--- src/rtl/core/fpld_pkg.sv ---
// Shared types, constants and the log2 lookup table for the decibel level block.
// No dependencies.
package fpld_pkg;

  localparam int unsigned InWidth    = 32;
  localparam int unsigned MagWidth   = 31;
  localparam int unsigned ShiftWidth = 5;
  localparam int unsigned IdxWidth   = 5;
  localparam int unsigned TabWidth   = 15;
  localparam int unsigned ProdWidth  = 32;
  localparam int unsigned OutWidth   = 30;
  localparam int unsigned IdxLsb     = 25;

  // 3.0103 in Q13
  localparam logic [ProdWidth-1:0] DbScaleQ13 = 32'd24660;

  // Item in flight through the normaliser
  typedef struct packed {
    logic                  valid;
    logic                  invalid;
    logic [MagWidth-1:0]   mag;
    logic [ShiftWidth-1:0] shift;
  } norm_t;

  // log2 of (1 + idx/32) plus 30, in Q10
  function automatic logic [TabWidth-1:0] log2_q10(input logic [IdxWidth-1:0] idx);
    logic [TabWidth-1:0] v;
    case (idx)
      5'd0:  v = 15'h7800;
      5'd1:  v = 15'h782d;
      5'd2:  v = 15'h785a;
      5'd3:  v = 15'h7884;
      5'd4:  v = 15'h78ae;
      5'd5:  v = 15'h78d6;
      5'd6:  v = 15'h78fe;
      5'd7:  v = 15'h7924;
      5'd8:  v = 15'h794a;
      5'd9:  v = 15'h796e;
      5'd10: v = 15'h7992;
      5'd11: v = 15'h79b4;
      5'd12: v = 15'h79d6;
      5'd13: v = 15'h79f8;
      5'd14: v = 15'h7a18;
      5'd15: v = 15'h7a38;
      5'd16: v = 15'h7a57;
      5'd17: v = 15'h7a75;
      5'd18: v = 15'h7a93;
      5'd19: v = 15'h7ab1;
      5'd20: v = 15'h7acd;
      5'd21: v = 15'h7ae9;
      5'd22: v = 15'h7b05;
      5'd23: v = 15'h7b20;
      5'd24: v = 15'h7b3b;
      5'd25: v = 15'h7b55;
      5'd26: v = 15'h7b6f;
      5'd27: v = 15'h7b88;
      5'd28: v = 15'h7ba1;
      5'd29: v = 15'h7bb9;
      5'd30: v = 15'h7bd1;
      5'd31: v = 15'h7be9;
      default: v = 15'h7800;
    endcase
    return v;
  endfunction

endpackage

--- src/rtl/core/fpld_norm.sv ---
// Three-stage normaliser: input capture, coarse shift (16/8), fine shift (4/2/1).
// Depends on fpld_pkg.
module fpld_norm (
  input  logic                              clk,
  input  logic                              rst,
  input  logic                              accept,
  input  logic [fpld_pkg::InWidth-1:0]      sample_value,
  output fpld_pkg::norm_t                   norm
);

  fpld_pkg::norm_t s1, s2, s3;
  fpld_pkg::norm_t s2_next, s3_next;

  // coarse: shift by 16 then 8 where the top bits are clear
  always_comb begin
    logic [fpld_pkg::MagWidth-1:0]   m;
    logic [fpld_pkg::ShiftWidth-1:0] s;
    m = s1.mag;
    s = '0;
    if (m[30:15] == '0) begin
      m = {m[14:0], 16'b0};
      s = s + 5'd16;
    end
    if (m[30:23] == '0) begin
      m = {m[22:0], 8'b0};
      s = s + 5'd8;
    end
    s2_next = s1;
    s2_next.mag = m;
    s2_next.shift = s;
  end

  // fine: 4, 2, 1
  always_comb begin
    logic [fpld_pkg::MagWidth-1:0]   m;
    logic [fpld_pkg::ShiftWidth-1:0] s;
    m = s2.mag;
    s = s2.shift;
    if (m[30:27] == '0) begin
      m = {m[26:0], 4'b0};
      s = s + 5'd4;
    end
    if (m[30:29] == '0) begin
      m = {m[28:0], 2'b0};
      s = s + 5'd2;
    end
    if (!m[30]) begin
      m = {m[29:0], 1'b0};
      s = s + 5'd1;
    end
    s3_next = s2;
    s3_next.mag = m;
    s3_next.shift = s;
  end

  always_ff @(posedge clk) begin
    s1.invalid <= (sample_value == '0) | sample_value[fpld_pkg::InWidth-1];
    s1.mag     <= sample_value[fpld_pkg::MagWidth-1:0];
    s1.shift   <= '0;
    s2.invalid <= s2_next.invalid;
    s2.mag     <= s2_next.mag;
    s2.shift   <= s2_next.shift;
    s3.invalid <= s3_next.invalid;
    s3.mag     <= s3_next.mag;
    s3.shift   <= s3_next.shift;
    if (rst) begin
      s1.valid <= 1'b0;
      s2.valid <= 1'b0;
      s3.valid <= 1'b0;
    end else begin
      s1.valid <= accept;
      s2.valid <= s2_next.valid;
      s3.valid <= s3_next.valid;
    end
  end

  assign norm = s3;

endmodule

--- src/rtl/core/fpld_scale.sv ---
// Table lookup and scaling by 3.0103 (one stage), then subtract and output register.
// Depends on fpld_pkg.
module fpld_scale (
  input  logic                              clk,
  input  logic                              rst,
  input  fpld_pkg::norm_t                   norm,
  output logic                              done,
  output logic [fpld_pkg::OutWidth-1:0]     level_db_q23,
  output logic                              invalid_input
);

  logic                              p_valid;
  logic                              p_invalid;
  logic [fpld_pkg::ProdWidth-1:0]    term_a;
  logic [fpld_pkg::ProdWidth-1:0]    term_b;
  logic [fpld_pkg::IdxWidth-1:0]     idx;
  logic [fpld_pkg::ProdWidth-1:0]    tab_ext;
  logic [fpld_pkg::ProdWidth-1:0]    shift_q10;
  logic [fpld_pkg::ProdWidth-1:0]    diff;

  assign idx       = norm.mag[fpld_pkg::IdxLsb +: fpld_pkg::IdxWidth];
  assign tab_ext   = fpld_pkg::ProdWidth'(fpld_pkg::log2_q10(idx));
  assign shift_q10 = fpld_pkg::ProdWidth'({norm.shift, 10'b0});
  assign diff      = term_a - term_b;

  always_ff @(posedge clk) begin
    term_a    <= tab_ext * fpld_pkg::DbScaleQ13;
    term_b    <= shift_q10 * fpld_pkg::DbScaleQ13;
    p_invalid <= norm.invalid;
    invalid_input <= p_invalid;
    level_db_q23  <= p_invalid ? '0 : diff[fpld_pkg::OutWidth-1:0];
    if (rst) begin
      p_valid <= 1'b0;
      done    <= 1'b0;
    end else begin
      p_valid <= norm.valid;
      done    <= p_valid;
    end
  end

endmodule

--- src/rtl/core/fixed_point_log10_db_top.sv ---
// Top level of the decibel level block: 10*log10 of a signed 32-bit value in Q23.
// Depends on fpld_pkg, fpld_norm and fpld_scale.
//
// One item may be started in every clock cycle: busy is held low, so an item
// is taken at each rising edge with start high. Each item gives exactly one
// result, shown with done high for one cycle as it leaves the last stage;
// the receiver cannot stall it, so results leave in input order at the input
// rate. The five stages are input capture, two normalising shift stages (16/8,
// then 4/2/1), table lookup with the two constant multiplies, and the final
// subtract. Zero or negative inputs give level 0 with invalid_input set. No
// state beyond the pipeline; reset clears the valid bits.
module fixed_point_log10_db_top (
  input  logic                              clk,
  input  logic                              rst,
  input  logic                              start,
  output logic                              busy,
  input  logic [fpld_pkg::InWidth-1:0]      sample_value,
  output logic                              done,
  output logic [fpld_pkg::OutWidth-1:0]     level_db_q23,
  output logic                              invalid_input
);

  fpld_pkg::norm_t norm;
  logic            accept;

  // fully pipelined: never refuses an item
  assign busy   = 1'b0;
  assign accept = start & ~busy;

  fpld_norm u_norm (
    .clk          (clk),
    .rst          (rst),
    .accept       (accept),
    .sample_value (sample_value),
    .norm         (norm)
  );

  fpld_scale u_scale (
    .clk           (clk),
    .rst           (rst),
    .norm          (norm),
    .done          (done),
    .level_db_q23  (level_db_q23),
    .invalid_input (invalid_input)
  );

endmodule

--- config.mk ---
export PLATFORM = sky130hd
export DESIGN_NAME = fixed_point_log10_db_top
export DESIGN_NICKNAME = d
export VERILOG_FILES = /design/src/rtl/core/fpld_pkg.sv /design/src/rtl/core/fpld_norm.sv /design/src/rtl/core/fpld_scale.sv /design/src/rtl/core/fixed_point_log10_db_top.sv
export SDC_FILE = /design/constraint.sdc
export NUM_CORES = 1
export LEC_CHECK = 0
export BUFFER_PORTS_ARGS = -buffer_cell sky130_fd_sc_hd__buf_2
export CORE_MARGIN = 4
export CORE_UTILIZATION = 50
export DETAILED_ROUTE_END_ITERATION = 10
export PLACE_DENSITY = 0.69
export SLEW_MARGIN = 30
export SYNTH_ARGS = -nofsm -noshare
export SYNTH_HDL_FRONTEND = slang
export SYNTH_SLANG_ARGS = --single-unit
export TNS_END_PERCENT = 1
--- constraint.sdc ---
create_clock -name clk -period 5.5 [get_ports clk]
set_input_delay 0.55 -clock clk [delete_from_list [all_inputs] [get_ports clk]]
set_output_delay 0.55 -clock clk [all_outputs]
set_load 0.01 [all_outputs]
==> metrics.txt, run 1 <==
post-CTS sizing=0; clock buffer depth=2; clk_skew=around 0.013 ns; FILL cells=1357; DRC viols=0; Yosys reg bits=between 100 and 150; I/O Pins=68; hold_buf cts=0; Crit Path Max Fanout=5; largest net degree at the start of global routing=34; CTS sink count=143; Remaining Overflow, GRT=0; Post-synth EDFFs=0; MaxCap Viol Count=0; NumNets Final=between 1000 and 1500; Post-Place Cell Area=0.00845 mm²; Diodes inserted=0; slowest CP cell=fa_1; RSZ-0062 raised after global routing=no; startpoint types=register; Slew @ Worst Pin=0.825 ns; Peak VDD IR=369 µV; TritonRoute pass-1 iters=4; Post-Syn Area=0.00792 mm²; period utilization=0.797; Crit path largest cell delay=around 0.53 ns; Slew headroom=0.446; DIE WIDTH=134 µm; Vias/cell=5.22; Pwr per Cell Area=roughly 700 mW/mm²; critical path class=reg -> reg; routed vias=5810; post-DP HPWL=11.3 mm; Most common cell on crit path=ha_1; GPL Wtd Cong=0.836; Final Hold Fails=0; Pleak=4.44 nW; outcome=finished clean; Worst Hold Launch=sample_value[16]; Setup crit end=u_scale.term_a[23]; Final Cell Area=approximately 0.009 mm²; Worst Path Required=5.86 ns; flop-to-flop setup slack=approximately 1.1 ns; Die Ht=approximately 130 µm; CTS tree=built; Syn Inst Count=~820; drt first-iter violations=298; row cnt=45; H-tree Lvls=4; top_reg_cell synth=dfxtp_1; R2R Path End=u_scale.term_a[23]; DP Worst Slack=around 1.2 ns; post-route minimum period=4.38 ns; setup slack after layout=1.12 ns; Slew Limit Fails=0; Global Route Usage Sum=0.168; port bufs=64; Async S/R FF share, synth=0; global-route wire length before repair=24.7 mm; initial core utilization=0.516; Final ANT Viol Nets=0; Avg Synthesized Cell Area=9.71 µm²; initial antenna violation count=0; clk slew on worst S/H paths=roughly 0.070 ns; number of global-route vias before repair=~5500; Fmax achieved=0.228 GHz; synthesis-to-finish area growth=13.8%; crit-path cells=ha_1, ha_1, ha_1, inv_1, fa_1, inv_1, ha_1, fa_1, a211oi_1, nor2_1, o31a_1, o41a_1, a21o_1, o41ai_1, xnor2_1; Setup crit end kind=register; setup TNS=0 ns; CP startpoint=u_scale.tab_ext[5]; Worst Path Arrival=4.74 ns; sequential area share after synthesis=0.361; share of cells above drive strength 1=0.130; CTS root buffer=clkbuf_16; Reg2Reg Depth=15; drt total wl=14.6 mm; hold slack=0.232 ns; post-DR wirelength/cell=approximately 13 µm; number of synthesis warnings=0; Worst-Skew Late Latency=around 0.43 ns; core box area=approximately 0.015 mm²; Synth cell types=64; Final setup viols=0; launch point of the worst reg-to-reg path=u_scale.tab_ext[5]; Hold Path Class=in -> reg; DIE AREA=0.0179 mm²; post-CTS repair timing setup buffer count=0; Cell Count Post-Placement=1080; non-filler cells, final=about 1100; TritonCTS buffer count=17
placed cells by master (no fill, tap or decap), types with 8 or more instances in the layout:
cell type / netlist / layout
clkbuf_16: 0 / 17
a221o_1: 8 / 8
nor2b_1: 20 / 20
fa_1: 13 / 13
xnor2_1: 22 / 22
a31oi_1: 10 / 10
buf_2: 5 / 64
dfxtp_1: 143 / 143
o21a_1: 9 / 9
a21o_1: 21 / 21
a21oi_1: 34 / 33
inv_1: 104 / 104
o21ai_0: 27 / 27
a211o_1: 8 / 8
a211oi_1: 10 / 10
nand2_1: 28 / 28
ha_1: 143 / 143
nand3_1: 8 / 8
nor2_1: 52 / 52
nor4_1: 10 / 10
xor2_1: 8 / 8
nor3_1: 21 / 21
worst max-delay path, delay by kind of cell, from the launching register on:
family                   cells  cell delay, ns
AO/OA/AOI/OAI                5            1.50
flip-flops                   1            0.42
XOR/XNOR                     1            0.17
adder cells (fa/ha/maj)      6            2.04
buffers and inverters        2            0.10
AND/OR/NAND/NOR              1            0.11
report_power, final:
| part | switching [W] | leakage [nW] | internal, W | total (W) |
|---|---|---|---|---|
| combinational | 0.00214 | 2.97 | 0.00168 | 0.00382 |
| sequential | 0.0000961 | 1.20 | 0.00132 | 0.00141 |
| clock | 0.000492 | 0.274 | 0.000601 | 0.00109 |
kinds of logic (layout without fill, tap and decap cells):
kind of cell	count (synthesis)	after routing	synth area share
adder cells (fa/ha/maj)	156	156	0.259
buffers and inverters	123	206	0.0619
other	1	3	0.000473
multiplexers	12	12	0.0178
AO/OA/AOI/OAI	172	172	0.151
AND/OR/NAND/NOR	179	179	0.116
flip-flops	143	143	0.361
XOR/XNOR	30	30	0.0332
state kept, by name (all words and copies together) (netlist names):
register and count:
u_norm.norm 7, u_norm.s2 17, u_scale.term_b 17, u_scale.level_db_q23 28
u_scale.done 1, u_scale.p_valid 1, u_scale.tab_ext 10, u_scale.invalid_input 1
u_norm.s1 33, u_scale.term_a 27, u_scale.p_invalid 1
per-stage QoR:
step / util / power, W
2_1_floorplan: - / 0.00441
3_3_place_gp: 0.549 / 0.00515
3_5_place_dp: 0.550 / 0.00521
4_1_cts: 0.587 / 0.00638
5_1_grt: 0.587 / 0.00702
6_report: 0.587 / 0.00633
cells in the mapped netlist (all sizes together), types with 7 or more instances:
cell,instances,share of area
dfxtp,143,0.36
ha,143,0.23
inv,108,0.051
nor2,52,0.025
a21oi,34,0.021
nand2,29,0.014
o21ai,28,0.018
xnor2,22,0.024
a21o,21,0.020
nor3,21,0.013
nor2b,20,0.016
fa,13,0.033
nor4,11,0.011
a211oi,10,0.0095
a31oi,10,0.0079
buf,10,0.0084
o21a,9,0.0085
a211o,8,0.0088
a221o,8,0.010
nand3,8,0.0051
xor2,8,0.0088
and3,7,0.0055
mux2i,7,0.0093
nand4,7,0.0055
layout make-up:
cell class                      instances  area [µm²]  area share
Clock buffer                           18         429      0.0476
Multi-Input combinational cell        552        4580       0.508
Clock inverter                         14         138      0.0153
Sequential cell                       143        2860       0.317
Tap cell                              211         264      0.0293
Timing Repair Buffer                   66         339      0.0376
Inverter                              108         405      0.0449
worst min-delay path by stage:
stage,endpoint,slack (ns),depth (start not counted)
3_5_place_dp,u_norm.norm[3],0.31,0
6_report,u_norm.s1[21],0.23,1
3_3_place_gp,u_norm.norm[36],0.31,0
5_1_grt,u_norm.s1[5],0.21,1
4_1_cts,u_norm.s1[5],0.21,1
2_1_floorplan,u_norm.norm[36],0.31,0
metal layers:
| metal | track usage | wire [µm] | up-vias |
|---|---|---|---|
| met4 | 0.0674 | 308 | 0 |
| li1 | - | - | 3020 |
| met1 | 0.212 | 6830 | 2649 |
| met5 | 0 | 0 | - |
| met3 | 0.0398 | 577 | 23 |
| met2 | 0.279 | 6920 | 118 |
Power figures use the tool's default switching activity.
==> run 2: changes to the inputs <==
Clock period 5.5 ns to 4.6 ns, I/O delays scaled along.
==> run 2 against run 1 <==
Effect of this change:
- via count down 1.8%
- maximum frequency up 0.87%
- first-iteration DRC count down 6.4%
- cell count about the same
- die area did not move
- power is 18% higher
- sequential share of layout area about the same
- non-clock buffer count stayed put
- sequential cell count did not move
- wire length shrank 3.9%
- clock skew fell by 0.0056 ns
==> metrics.txt, run 2 (synthesis results as in run 1) <==
Final Cell Area=0.00901 mm² (-0.12%); DIE AREA=0.0179 mm² (unchanged); Slew Limit Fails=0 (unchanged); H-tree Lvls=4 (unchanged); highest-count cells in the layout ignoring fill and taps=ha_1, dfxtp_1, inv_1, buf_2, nor2_1; clk_skew=0.00730 ns (-0.00558 ns); Fmax achieved=0.230 GHz (+0.87%); startpoint types=register; routed vias=5705 (-1.8%); post-route minimum period=4.35 ns (-0.0377 ns); I/O Pins=68 (unchanged); NumNets Final=1079 (unchanged); global-route wire length before repair=24.1 mm (-2.4%); DRC viols=0 (unchanged); post-CTS sizing=0 (unchanged); setup TNS=0 ns (unchanged); clock buffer depth=2 (unchanged); TritonCTS buffer count=17 (unchanged); Cell Count Post-Placement=1080 (unchanged); synthesis-to-finish area growth=13.7%; period utilization=0.945 (+0.148); initial antenna violation count=0 (unchanged); RSZ-0062 raised after global routing=no; biggest regs=u_norm.s1 x33, u_scale.level_db_q23 x28, u_scale.term_a x27; number of global-route vias before repair=5315 (-2.9%); Pleak=4.44 nW (about the same); Worst Path Required=4.95 ns (-0.91 ns); post-DR wirelength/cell=12.7 µm (-3.8%); Global Route Usage Sum=0.164 (-0.00473); Diodes inserted=0 (unchanged); drt first-iter violations=279 (-6.4%); share of cells above drive strength 1=0.130 (+0.000144); Pwr per Cell Area=832 mW/mm² (+19%); Worst-Skew Late Latency=0.42 ns (about the same); CTS root buffer=clkbuf_16; hold_buf cts=0 (unchanged); DIE WIDTH=134 µm (unchanged); outcome=finished clean; port bufs=64 (unchanged); TritonRoute pass-1 iters=4 (unchanged); Crit Path Max Fanout=5 (unchanged); Hold Path Class=in -> reg; Setup crit end kind=register; Final setup viols=0 (unchanged); core box area=0.0154 mm² (unchanged); drt total wl=14.1 mm (-3.9%); Slew @ Worst Pin=0.804 ns (-0.0211 ns); Slew headroom=0.460 (+0.0141); GPL Wtd Cong=0.831 (-0.56%); Die Ht=134 µm (unchanged); Post-Place Cell Area=0.00845 mm² (about the same); clk slew on worst S/H paths=0.06 ns (about the same); Remaining Overflow, GRT=0 (unchanged); Worst Path Arrival=4.69 ns (-0.05 ns); initial core utilization=0.516 (unchanged); Largest register FFs=33 (unchanged); largest net degree at the start of global routing=34 (unchanged); critical path class=reg -> reg; CTS tree=built; FILL cells=1334 (-1.7%); Peak VDD IR=507 µV (+37%); Reg with most FFs=u_norm.s1; MaxCap Viol Count=0 (unchanged); Vias/cell=5.14 (-1.7%); post-CTS repair timing setup buffer count=0 (unchanged); Final Hold Fails=0 (unchanged); CTS sink count=143 (unchanged); Final ANT Viol Nets=0 (unchanged); post-DP HPWL=11.1 mm (-1.9%); row cnt=45 (unchanged); non-filler cells, final=1111 (-0.090%)
[run 2: worst max-delay path, cell delays in order, from the launching register on]
cell	delay [ns]
dfxtp_1	0.45
ha_1	0.28
ha_1	0.30
ha_1	0.27
inv_1	0.05
fa_1	0.54
inv_1	0.05
ha_1	0.23
fa_1	0.44
a211oi_1	0.25
nor2_1	0.12
o31a_1	0.28
o41a_1	0.37
a21o_1	0.21
o41ai_1	0.30
xnor2_1	0.16
[run 2: area by class of cell]
class	count	area, µm²	share of cell area
inverter	108	405	0.0450
timing repair buffer	66	335	0.0372
clock inverter	13	120	0.0133
sequential	143	2860	0.318
tap	211	264	0.0293
multi-input combinational	552	4580	0.509
clock buffer	18	439	0.0487
[run 2: routing by layer]
layer	track usage	wire length [µm]
met1	0.215	6650
met2	0.259	6570
met3	0.0394	553
met4	0.0669	289
met5	0	0
[run 2: final timing paths]
path	endpoint	cells after the start	from	slack, ns
setup / recovery	u_scale.term_a[23]	15	u_scale.tab_ext[3]	0.25
hold / removal	u_norm.s1[28]	1	sample_value[23]	0.15
setup reg to reg	u_scale.term_a[23]	15	u_scale.tab_ext[3]	0.25
hold reg to reg	u_scale.p_invalid	0	u_norm.norm[36]	0.33
[run 2: stage by stage]
| step | hold slack [ns] | worst slack, ns | utilization | total power [W] |
|---|---|---|---|---|
| finish | 0.148 | 0.254 | 0.586 | 0.00749 |
| CTS | 0.125 | 0.244 | 0.586 | 0.00757 |
| detailed placement | 0.312 | 0.303 | 0.549 | 0.00623 |
| global route | 0.128 | 0.0288 | 0.586 | 0.00831 |
| global placement | 0.310 | 0.379 | 0.549 | 0.00616 |
| floorplan | 0.310 | 0.610 | - | 0.00527 |
[run 2: power by group]
| part | internal, W | total [W] | switching (W) | leakage, nW |
|---|---|---|---|---|
| combinational | 0.00200 | 0.00452 | 0.00252 | 2.97 |
| clock | 0.000722 | 0.00128 | 0.000560 | 0.274 |
| sequential | 0.00157 | 0.00169 | 0.000112 | 1.20 |
| total | 0.00430 | 0.00749 | 0.00319 | 4.44 |
==> run 3: changes to the inputs <==
Settings changed: CORE_MARGIN 4 to 5.
==> run 3 against run 2 <==
Effect of this change:
- critical path depth unchanged
- design area rose by 0.29%
- non-clock buffer count is the same
- die area grew 3.0%
- power up 1.0%
- sequential share of layout area fell by 0.092 points
- wire length grew 5.1%
- clock skew rose by 0.0011 ns
- clock power up 5%
- sequential cell count unchanged
- worst setup slack got worse by 0.0065 ns
==> metrics.txt, run 3 (synthesis results as in run 1) <==
NumNets Final=1079 (unchanged); post-DR wirelength/cell=13.2 µm (+4.5%); core box area=0.0157 mm² (+2.2%); Die Ht=136 µm (+1.5%); Setup crit end kind=register; Worst Path Arrival=4.70 ns (about the same); row cnt=46 (+2.2%); Top delay family on crit path=adder cells; post-CTS sizing=0 (unchanged); largest net degree at the start of global routing=34 (unchanged); Pwr per Cell Area=838 mW/mm² (+0.74%); period utilization=0.946 (+0.00142); startpoint types=register; TritonCTS buffer count=17 (unchanged); Hold Path Class=in -> reg; Final ANT Viol Nets=0 (unchanged); R2R Path End=u_scale.term_a[23]; GPL Wtd Cong=0.878 (+5.7%); Slew Limit Fails=0 (unchanged); TritonRoute pass-1 iters=5 (+1); RSZ-0062 raised after global routing=no; Slew headroom=0.381 (-0.0791); Core Util, Final=0.575 (-0.0111); biggest regs=u_norm.s1 x33, u_scale.level_db_q23 x28, u_scale.term_a x27; Crit Path Max Fanout=5 (unchanged); Remaining Overflow, GRT=0 (unchanged); port bufs=64 (unchanged); initial core utilization=0.504 (-0.0112); slowest CP cell=fa_1; grt met1 use=0.205 (-0.00977); post-CTS repair timing setup buffer count=0 (unchanged); CTS root buffer=clkbuf_16; Largest register FFs=33 (unchanged); clk_skew=0.00837 ns (+0.00107 ns); DIE AREA=0.0185 mm² (+3.0%); Fmax achieved=0.230 GHz (-0.15%); Slew @ Worst Pin=0.928 ns (+0.124 ns); Pleak=4.45 nW (+0.33%); MaxCap Viol Count=0 (unchanged); outcome=finished clean; highest-count cells in the layout ignoring fill and taps=ha_1, dfxtp_1, inv_1, buf_2, nor2_1; busiest metal layer after global routing=met2; Final Hold Fails=0 (unchanged); post-DP HPWL=11.4 mm (+2.8%); clock buffer depth=2 (unchanged); crit-path cells=ha_1, ha_1, ha_1, inv_1, fa_1, inv_1, ha_1, fa_1, a211oi_1, nor2_1, o31a_1, o41a_1, a21o_1, o41ai_1, xnor2_1; hold_buf cts=0 (unchanged); Final setup viols=0 (unchanged); Vias/cell=5.23 (+1.9%); hold path cells=1 (unchanged); Crit path buffers/inverters=2 (unchanged); Global Route Usage Sum=0.168 (+0.00419); Most common cell on crit path=ha_1; Diodes inserted=0 (unchanged); launch point of the worst reg-to-reg path=u_scale.tab_ext[3]; Worst Path Required=4.95 ns (about the same); drt total wl=14.8 mm (+5.1%); clk slew on worst S/H paths=0.06 ns (about the same); global-route wire length before repair=24.8 mm (+2.9%); CTS tree=built; Reg2Reg Depth=15 (unchanged); GR Util met3=0.0363 (-0.00312); routing usage on met2=0.280 (+0.0202); DRC viols=0 (unchanged); DIE WIDTH=136 µm (+1.5%); H-tree Lvls=4 (unchanged); flop-to-flop setup slack=0.25 ns (about the same); Reg with most FFs=u_norm.s1; Worst Hold Launch=sample_value[6]; initial antenna violation count=0 (unchanged); Peak VDD IR=505 µV (-0.47%); routed vias=5847 (+2.5%); critical path class=reg -> reg; hold worst-path end=u_norm.s1[11]; Crit path largest cell delay=0.54 ns (about the same); synthesis-to-finish area growth=14.0%; setup TNS=0 ns (unchanged); post-route minimum period=4.35 ns (+0.00652 ns); number of global-route vias before repair=5526 (+4.0%); Worst-Skew Late Latency=0.42 ns (about the same); CTS sink count=143 (unchanged); I/O Pins=68 (unchanged); FILL cells=1371 (+2.8%); share of cells above drive strength 1=0.129 (-0.00125); drt first-iter violations=191 (-32%)
-- run 3: area by class of cell --
type,count,area [µm²],area share
Multi-Input combinational cell,552,4580,0.507
Inverter,108,405,0.0449
Timing Repair Buffer,66,335,0.0371
Sequential cell,143,2860,0.317
Clock inverter,13,140,0.0155
Tap cell,216,270,0.0299
Clock buffer,19,443,0.0490
-- run 3: worst max path at each step --
stage                        from                  to  slack, ns  cells past startpoint
3_5_place_dp   u_scale.tab_ext[3]  u_scale.term_a[23]       0.29                     15
6_report       u_scale.tab_ext[3]  u_scale.term_a[23]       0.25                     15
3_3_place_gp   u_scale.tab_ext[5]  u_scale.term_a[23]       0.36                     15
2_1_floorplan  u_scale.tab_ext[3]  u_scale.term_a[23]       0.61                     15
5_1_grt        u_scale.tab_ext[3]  u_scale.term_a[23]       0.03                     15
4_1_cts        u_scale.tab_ext[3]  u_scale.term_a[23]       0.25                     15
-- run 3: layer usage --
metal  up-vias  share of wire
met3        34          0.043
li1       3010              -
met4         0          0.026
met1      2671           0.45
met5         -              0
met2       132           0.48
-- run 3: metrics by stage --
step	power (W)	cells	cell area, µm²	setup slack [ns]	hold WS (ns)
finish	0.00757	1117	9030	0.248	0.146
CTS	0.00765	1117	9030	0.254	0.123
global route	0.00841	1117	9030	0.0262	0.128
detailed placement	0.00625	1085	8450	0.291	0.312
global placement	0.00617	1085	8450	0.363	0.311
floorplan	0.00527	818	7930	0.610	0.310
-- run 3: where the power goes --
part / internal (W) / switching, W
combinational: 0.00201 / 0.00253
sequential: 0.00157 / 0.000114
clock: 0.000780 / 0.000567
total: 0.00436 / 0.00321
